## src/rtl/bda_pkg.sv

```systemverilog
// Shared constants and controller/datapath interface types for the decimal ASCII converter.
package bda_pkg;

    localparam int VALUE_WIDTH = 32;
    localparam int IN_W        = 32;
    localparam int BIN_W       = (VALUE_WIDTH < IN_W) ? VALUE_WIDTH : IN_W;
    localparam int DIGITS      = 10;
    localparam int BCD_W       = 4 * DIGITS;
    localparam int CHAR_W      = 6;
    localparam int BCNT_W      = (BIN_W > 1) ? $clog2(BIN_W) : 1;
    localparam int DCNT_W      = $clog2(DIGITS);

    localparam logic [CHAR_W-1:0] ASCII_ZERO = CHAR_W'(48);

    typedef struct packed {
        logic load;   // capture a new value, clear the digit register
        logic step;   // one double-dabble iteration
        logic shift;  // drop the top digit
        logic emit;   // present the top digit as a character
        logic last;   // character ends the run
    } t_cmd;

    typedef struct packed {
        logic top_zero;
    } t_sts;

endpackage

```

## src/rtl/binary_to_decimal_ascii_core.sv

```systemverilog
// Top level: converts an unsigned binary value into a run of ASCII decimal characters.
// Sequence: a transaction accepted while idle keeps busy high through BIN_W double-dabble
//   steps, the leading-zero skip (one shift per zero skipped) and the character run;
//   characters strobe on consecutive cycles, MSD first.
// New transactions are taken only while busy is low; the BCD loop converts one bit a cycle.
// Reset: synchronous active-low; clears the controller, the strobe and enable (off).
// The receiver cannot stall: each character is valid for exactly the strobe cycle.
module binary_to_decimal_ascii_core
    import bda_pkg::*;
(
    input  logic              i_clk,
    input  logic              i_rst_n,
    input  logic              start,
    output logic              busy,
    input  logic [IN_W-1:0]   i_number,
    input  logic              i_cfg_valid,
    output logic              o_cfg_ready,
    input  logic              i_cfg_data,
    output logic              o_strobe,
    output logic [CHAR_W-1:0] o_digit_char,
    output logic              o_last
);

    logic r_enable;
    logic go;
    t_cmd cmd;
    t_sts sts;

    // Enable register; writes are always taken.
    assign o_cfg_ready = 1'b1;

    always_ff @(posedge i_clk) begin
        if (!i_rst_n) begin
            r_enable <= 1'b0;
        end else if (i_cfg_valid && o_cfg_ready) begin
            r_enable <= i_cfg_data;
        end
    end

    // A transaction taken while disabled is accepted and dropped: no characters.
    assign go = start && !busy && r_enable;

    bda_ctrl u_ctrl (
        .i_clk   (i_clk),
        .i_rst_n (i_rst_n),
        .i_go    (go),
        .i_sts   (sts),
        .o_cmd   (cmd),
        .o_busy  (busy)
    );

    bda_dpath u_dpath (
        .i_clk        (i_clk),
        .i_rst_n      (i_rst_n),
        .i_number     (i_number),
        .i_cmd        (cmd),
        .o_sts        (sts),
        .o_strobe     (o_strobe),
        .o_digit_char (o_digit_char),
        .o_last       (o_last)
    );

    a_char_is_digit: assert property (@(posedge i_clk) disable iff (!i_rst_n)
        o_strobe |-> (o_digit_char >= ASCII_ZERO && o_digit_char <= ASCII_ZERO + CHAR_W'(9)))
        else $error("character outside digit range");
    a_disabled_stays_idle: assert property (@(posedge i_clk) disable iff (!i_rst_n)
        (start && !busy && !r_enable) |=> !busy)
        else $error("disabled transaction started work");
    a_enabled_goes_busy: assert property (@(posedge i_clk) disable iff (!i_rst_n)
        (start && !busy && r_enable) |=> busy)
        else $error("enabled transaction was not started");

endmodule

```

## src/rtl/bda_dpath.sv

```systemverilog
// Datapath: binary shift register, BCD digit register and character output register.
module bda_dpath
    import bda_pkg::*;
(
    input  logic              i_clk,
    input  logic              i_rst_n,
    input  logic [IN_W-1:0]   i_number,
    input  t_cmd              i_cmd,
    output t_sts              o_sts,
    output logic              o_strobe,
    output logic [CHAR_W-1:0] o_digit_char,
    output logic              o_last
);

    logic [BIN_W-1:0]  r_bin;
    logic [BCD_W-1:0]  r_bcd;
    logic [BCD_W-1:0]  adj;
    logic [CHAR_W-1:0] r_char;
    logic              r_last;
    logic              r_strobe;
    logic [3:0]        top;

    assign top = r_bcd[BCD_W-1 -: 4];

    // Add three to every digit of five or more before the shift.
    always_comb begin
        for (int i = 0; i < DIGITS; i++) begin
            if (r_bcd[4*i +: 4] >= 4'd5) begin
                adj[4*i +: 4] = r_bcd[4*i +: 4] + 4'd3;
            end else begin
                adj[4*i +: 4] = r_bcd[4*i +: 4];
            end
        end
    end

    always_ff @(posedge i_clk) begin
        if (i_cmd.load) begin
            r_bin <= i_number[BIN_W-1:0];
            r_bcd <= '0;
        end else if (i_cmd.step) begin
            r_bin <= r_bin << 1;
            r_bcd <= {adj[BCD_W-2:0], r_bin[BIN_W-1]};
        end else if (i_cmd.shift) begin
            r_bcd <= {r_bcd[BCD_W-5:0], 4'd0};
        end
        if (i_cmd.emit) begin
            r_char <= ASCII_ZERO + CHAR_W'(top);
            r_last <= i_cmd.last;
        end
    end

    always_ff @(posedge i_clk) begin
        if (!i_rst_n) begin
            r_strobe <= 1'b0;
        end else begin
            r_strobe <= i_cmd.emit;
        end
    end

    assign o_sts.top_zero = (top == 4'd0);
    assign o_strobe       = r_strobe;
    assign o_digit_char   = r_char;
    assign o_last         = r_last;

endmodule

```

## src/rtl/bda_ctrl.sv

```systemverilog
// Controller: sequences conversion, leading-zero skip and character emission.
module bda_ctrl
    import bda_pkg::*;
(
    input  logic i_clk,
    input  logic i_rst_n,
    input  logic i_go,
    input  t_sts i_sts,
    output t_cmd o_cmd,
    output logic o_busy
);

    localparam logic [1:0] S_IDLE = 2'd0;
    localparam logic [1:0] S_CONV = 2'd1;
    localparam logic [1:0] S_SKIP = 2'd2;
    localparam logic [1:0] S_EMIT = 2'd3;

    logic [1:0]        r_state, n_state;
    logic [BCNT_W-1:0] r_bcnt, n_bcnt;
    logic [DCNT_W-1:0] r_dcnt, n_dcnt;

    always_comb begin
        n_state = r_state;
        n_bcnt  = r_bcnt;
        n_dcnt  = r_dcnt;
        o_cmd   = '0;
        unique case (r_state)
            S_IDLE: begin
                if (i_go) begin
                    o_cmd.load = 1'b1;
                    n_bcnt     = BCNT_W'(BIN_W - 1);
                    n_state    = S_CONV;
                end
            end
            S_CONV: begin
                o_cmd.step = 1'b1;
                if (r_bcnt == '0) begin
                    n_dcnt  = DCNT_W'(DIGITS - 1);
                    n_state = S_SKIP;
                end else begin
                    n_bcnt = r_bcnt - 1'b1;
                end
            end
            S_SKIP: begin
                // drop leading zeros, always keep the final digit
                if (i_sts.top_zero && r_dcnt != '0) begin
                    o_cmd.shift = 1'b1;
                    n_dcnt      = r_dcnt - 1'b1;
                end else begin
                    n_state = S_EMIT;
                end
            end
            S_EMIT: begin
                o_cmd.emit  = 1'b1;
                o_cmd.shift = 1'b1;
                o_cmd.last  = (r_dcnt == '0);
                if (r_dcnt == '0) begin
                    n_state = S_IDLE;
                end else begin
                    n_dcnt = r_dcnt - 1'b1;
                end
            end
            default: n_state = S_IDLE;
        endcase
    end

    always_ff @(posedge i_clk) begin
        if (!i_rst_n) begin
            r_state <= S_IDLE;
            r_bcnt  <= '0;
            r_dcnt  <= '0;
        end else begin
            r_state <= n_state;
            r_bcnt  <= n_bcnt;
            r_dcnt  <= n_dcnt;
        end
    end

    assign o_busy = (r_state != S_IDLE);

    a_emit_only_in_emit: assert property (@(posedge i_clk) disable iff (!i_rst_n)
        o_cmd.emit |-> r_state == S_EMIT)
        else $error("emit outside emit state");
    a_conv_runs_out: assert property (@(posedge i_clk) disable iff (!i_rst_n)
        (r_state == S_CONV && r_bcnt == '0) |=> r_state == S_SKIP)
        else $error("conversion did not end");
    a_last_goes_idle: assert property (@(posedge i_clk) disable iff (!i_rst_n)
        (o_cmd.emit && o_cmd.last) |=> r_state == S_IDLE)
        else $error("last character did not end the run");

endmodule

```

## config.mk

```make
export PLATFORM = sky130hd
export DESIGN_NAME = binary_to_decimal_ascii_core
export DESIGN_NICKNAME = d
export VERILOG_FILES = /design/src/rtl/bda_pkg.sv /design/src/rtl/binary_to_decimal_ascii_core.sv /design/src/rtl/bda_dpath.sv /design/src/rtl/bda_ctrl.sv
export SDC_FILE = /design/constraint.sdc
export NUM_CORES = 1
export LEC_CHECK = 0
export BUFFER_PORTS_ARGS = -buffer_cell sky130_fd_sc_hd__buf_2
export CORE_UTILIZATION = 60
export CTS_CLUSTER_DIAMETER = 120
export DETAILED_ROUTE_END_ITERATION = 10
export PLACE_DENSITY = 0.81
export SYNTH_ARGS = -nofsm -noshare
export SYNTH_HDL_FRONTEND = slang
export SYNTH_SLANG_ARGS = --single-unit
```

## constraint.sdc

```tcl
create_clock -name i_clk -period 6.7 [get_ports i_clk]
set_input_delay 1.005 -clock i_clk [delete_from_list [all_inputs] [get_ports i_clk]]
set_output_delay 1.005 -clock i_clk [all_outputs]
set_load 0.005 [all_outputs]
```

Word level (Yosys, flattened, before mapping)

Cells that the tools add are included.

Register bits: 92
Output and inout bits: 10

$lt $le $gt $ge: 10
Reduce and logical (&&, ||, !) cells: 17
Multiplexer cells: 32
Equal/unequal tests: 10
Add/subtract/negate cells: 13

Operators with widths:

| cell                | count |
|---|---|
| $mux 40             | 2 |
| $mux 32             | 2 |
| $mux 4              | 12 |
| $ge 4x3->1 const B  | 10 |
| $add 4x2->4 const B | 9 |
| $pmux 4 s3          | 1 |
| $mux 2              | 5 |
| $mux 5              | 2 |
| $pmux 5 s2          | 1 |
| $logic_not 4->1     | 2 |
| $ne 2x2->1 const B  | 4 |
| $pmux 2 s4          | 1 |
| $reduce_and 4->1    | 2 |
| $reduce_bool 2->1   | 4 |
| $add 5x5->6 const A | 1 |
| $ne 2x1->1 const B  | 3 |
| $logic_not 5->1     | 1 |
| $sub 5x1->5 const B | 1 |
| $eq 2x2->1 const B  | 2 |
| $mux 1              | 4 |
| $reduce_bool 4->1   | 1 |
| $sub 4x1->4 const B | 1 |
| $add 3x2->3 const B | 1 |
| $logic_and 1x1->1   | 3 |
| other kinds (7)     | 7 |

Logic depth before layout (Yosys ltp)

Word-level depth: 7
Mapped depth: 9

Cells and area by module

Synthesis repeated with hierarchy kept, for this count alone.

Cells, all modules: 485
Area total of the unflattened synthesis: 5004.8 µm²

Modules (own cells, without submodules):

| module                       | area an instance (µm²) | seq. area each (µm²) | cells an instance | instances |
|---|---|---|---|---|
| bda_dpath                    | 4215.3                 | 1931.9               | 393               | 1 |
| bda_ctrl                     | 733.2                  | 220.2                | 86                | 1 |
| binary_to_decimal_ascii_core | 56.3                   | 20.0                 | 6                 | 1 |

Worst setup path before layout

OpenSTA, ideal clock, no wires.

Kind: input -> register
Start point: input start
End point: register u_dpath.r_bin[0], enable pin
Required time: 6.222 ns
Setup slack: 4.177 ns
Arrival: 2.046 ns
Stages on the path: 3
Setup time: 0.478 ns
Path buffers: 1
Cells stage by stage: nand3_1 -> clkbuf_1 -> nand2_1

Longest elaborated chain between the ends: 5

Ends and longest elaborated chain:

| element                         | line                               | source |
|---|---|---|
| from (decl)                     | binary_to_decimal_ascii_core.sv:13 | `input logic start,` |
| $logic_and 1x1->1 (2 in series) | binary_to_decimal_ascii_core.sv:41 | `assign go = start && !busy && r_enable;` |
| $mux 1                          | bda_ctrl.sv:29                     | `if (i_go) begin` |
| $mux 1                          | bda_ctrl.sv:27                     | `unique case (r_state)` |
| $reduce_bool 2->1 (no line)     | n/a                                |  |
| to (signal assigned)            | bda_dpath.sv:38                    | `r_bin <= i_number[BIN_W-1:0];` |
| to (signal assigned)            | bda_dpath.sv:41                    | `r_bin <= r_bin << 1;` |
| to (decl)                       | bda_dpath.sv:15                    | `logic [BIN_W-1:0] r_bin;` |

Every way passes these cells.
A chain may end at the register's enable or synchronous reset.

Worst setup path after layout

Start point: register u_ctrl.r_state[1]
End point: register u_ctrl.r_bcnt[2]

Longest elaborated chain between the ends: 6
Elaborated cells between the ends (all ways): 11

Ends and longest elaborated chain:

| element                         | line                               | source |
|---|---|---|
| from (decl)                     | bda_ctrl.sv:18                     | `logic [1:0] r_state, n_state;` |
| from (signal assigned)          | bda_ctrl.sv:73                     | `r_state <= n_state;` |
| $reduce_bool 2->1               | bda_ctrl.sv:79                     | `assign o_busy = (r_state != S_IDLE);` |
| $logic_not 1->1                 | binary_to_decimal_ascii_core.sv:41 |  |
| $logic_and 1x1->1 (2 in series) | binary_to_decimal_ascii_core.sv:41 |  |
| $ne 2x2->1 (no line)            | n/a                                |  |
| $reduce_and 3->1 (no line)      | n/a                                |  |
| to (signal assigned)            | bda_ctrl.sv:74                     | `r_bcnt <= n_bcnt;` |
| to (decl)                       | bda_ctrl.sv:19                     | `logic [BCNT_W-1:0] r_bcnt, n_bcnt;` |

Several ways; a longest one is shown, not always the timed one.

==> summary.txt <==
Status
  – Status: complete, no violations

STA
  – Endpoints failing setup: 0
  – Slew margin rel.: 0.2005
  – RSZ-0062 raised after global routing: no
  – F_max: 0.3098 GHz
  – Max-slew violations: 0
  – Minimum clock period: 3.228 ns
  – Setup ws final: 3.472 ns
  – Fin crit share: 0.4817
  – Sum Neg Setup Slack: 0 ns
  – Skew final: 0.01630 ns
  – Final Hold Vio Count: 0
  – Worst-Margin Slew: 1.196 ns

Route
  – Total Wirelength: 9495 um
  – Routed len/inst: 13.37 um
  – DR pass1 iterations: 4
  – DR vias/cell: 5.673
  – Initial drt markers: 217
  – Via count: 4028
  – Antenna Violating Nets Remaining: 0
  – DRC errors left: 0

Global route
  – Tot GR Track Use: 0.2330
  – Largest net degree at the start of global routing: 64
  – First-pass GRT wire length: 16220 um
  – Initial antenna violation count: 0
  – Total gr overflow: 0
  – Vias in the first global route: 3744

Yosys
  – Synth area leader: edfxtp_1
  – Synth Area per Inst: 8.750 um2
  – Ys async rst share: 0
  – Top cells by area, synth: edfxtp_1, dfxtp_1, nand2_1, a21oi_1, ha_1
  – Synth top area share: 0.2220
  – Post-synth EDFFs: 37
  – Yosys cell types: 47
  – Post-Syn Instances: 572
  – Cell area after synthesis: 0.005005 mm2
  – Seq/Total Area, Yosys: 0.4340
  – Synth Flop Type: dfxtp_1
  – Synth Register Bits: 90
  – Syn. warnings: 0

Power and ir drop
  – Peak supply drop: 0.2182 mV
  – PD cells: 472.1 mW/mm2
  – Power Total: 2.558 mW
  – Leakage: 2.252 nW

Floorplanning
  – Initial Util: 0.6345
  – Chip height: 93.33 um
  – Die Wd: 93.33 um
  – Io pins: 47
  – Floorplan row count: 32
  – Die ar.: 0.008710 mm2
  – Core Area: 0.007888 mm2

Min path
  – Worst hold start: u_ctrl.r_bcnt[4]
  – Worst hold path type: reg2reg

Clock tree
  – CTS tree: done
  – Max Buffers Root-to-Sink: 2
  – Post-CTS setup buffers: 0
  – H-tree depth: 3
  – Worst-path clk slew: 0.10 ns
  – PostCTS Resize Cnt: 0
  – Root Driver: clkbuf_8
  – Clock buffer count from CTS: 9
  – Clock sink count: 90
  – CTS Hold Bufs: 0
  – Clock latency on the worst-skew pair: 0.36 ns

Critical path
  – Worst reg2reg setup slack: 3.47 ns
  – CP startpoint kind: flop
  – CP max FO: 56
  – CP endpoint: u_ctrl.r_bcnt[2]
  – R2r startpoint: u_ctrl.r_state[1]
  – WP data required: 6.96 ns
  – CP Launch Point: u_ctrl.r_state[1]
  – WP data arrival: 3.49 ns
  – Reg2reg path depth: 7
  – RR Endpoint: u_ctrl.r_bcnt[2]
  – Crit end category: flop
  – Critical path type: reg2reg

Place
  – Pre-CTS setup slack: 3.607 ns
  – Dpl hpwl: 6191 um
  – Final RePlAce weighted congestion: 0.7903
  – IO buf count: 43
  – Dpl cell area: 0.005238 mm2

Final layout
  – Final core utilization: 0.6870
  – Commonest cells after routing, fill and taps aside: nand2_1, a21oi_1, dfxtp_1, buf_2, edfxtp_1
  – Design area: 0.005419 mm2
  – Fillers: 628
  – Number of diodes: 0
  – Share of layout cells above drive strength 1: 0.1201
  – Commonest non-fill, non-tap cell in the layout: nand2_1
  – Area delta synth->final: 8.275%
  – Nets: 669

Job
  – Max_cap viols: 0
-- report_power, final --
part,internal (mW),switching (mW),total [mW]
logic,0.513,0.670,1.18
clock network,0.142,0.211,0.353
registers,0.825,0.198,1.02
total,1.48,1.08,2.56
-- layout make-up --
class / count / area, um2 / area share
tap: 102 / 127.6 / 0.02355
inverter: 30 / 112.6 / 0.02078
clock buffer: 9 / 123.9 / 0.02286
clock inverter: 7 / 57.56 / 0.01062
timing repair buffer: 47 / 245.2 / 0.04526
sequential: 90 / 2172 / 0.4008
multi-input combinational: 425 / 2580 / 0.4761
-- synth_stat cells, types with 2 or more instances --
cell / n
nand2_1: 122
a21oi_1: 79
dfxtp_1: 53
edfxtp_1: 37
a211oi_1: 29
ha_1: 29
mux2i_1: 29
inv_1: 28
nor2_1: 24
o21ai_0: 21
nand2b_1: 12
nor3_1: 12
clkbuf_1: 11
xnor2_1: 11
nor3b_1: 9
nand3_1: 8
buf_2: 7
nor2b_1: 7
buf_1: 5
nand4_1: 4
buf_4: 3
buf_6: 3
and2_1: 2
and3_1: 2
clkinv_1: 2
xor2_1: 2
-- metrics by stage --
stage	hold WS, ns	instances
after CTS	0.4752	710
after global placement	0.4523	694
after floorplan	0.4249	574
after global routing	0.5157	710
final	0.4734	710
after detailed placement	0.4612	694
-- metal layers --
layer / share of wire / wire length [um] / global-route usage
met1: 0.45 / 4244 / 0.2743
met2: 0.51 / 4800 / 0.4252
met5: 0 / 0 / 0
met3: 0.034 / 320 / 0.03415
met4: 0.014 / 129 / 0.08974
-- cells by family (layout without fill, tap and decap cells) --
group / after synthesis / count (layout) / synth area share
AND/OR/NAND/NOR: 211 / 211 / 0.1950
AO/OA/AOI/OAI: 140 / 140 / 0.1643
flip-flops: 90 / 90 / 0.4340
buffers and inverters: 59 / 93 / 0.05275
adder cells (fa/ha/maj): 29 / 29 / 0.07250
multiplexers: 29 / 29 / 0.05800
XOR/XNOR: 13 / 13 / 0.02275
other: 1 / 3 / 0.0007493
-- sequential cells by signal (all words and copies together) (netlist names) --
name,flops
u_dpath.o_digit_char,4
u_dpath.o_strobe,1
u_ctrl.r_state,2
u_ctrl.r_dcnt,4
u_dpath.o_last,1
u_ctrl.r_bcnt,5
r_enable,1
u_dpath.r_bcd,40
u_dpath.r_bin,32
-- how the worst min path moves through the flow --
| stage | slack (ns) | cells past startpoint | to |
|---|---|---|---|
| final | 0.47 | 2 | u_ctrl.r_bcnt[4] |
| after global routing | 0.52 | 2 | u_ctrl.r_dcnt[1] |
| after CTS | 0.48 | 2 | u_ctrl.r_bcnt[4] |
| after detailed placement | 0.46 | 2 | u_ctrl.r_bcnt[4] |
| after global placement | 0.45 | 0 | u_dpath.o_digit_char[1] |
| after floorplan | 0.42 | 0 | u_dpath.o_digit_char[1] |
-- worst max-delay path: stages (launching register included) --
cell and delay (ns):
dfxtp_1 0.38, inv_1 0.19, ha_2 0.20, buf_4 0.55, clkinv_1 0.68, nor3b_2 0.58
a211oi_1 0.18, a311oi_1 0.34
Power figures use the tool's default switching activity.
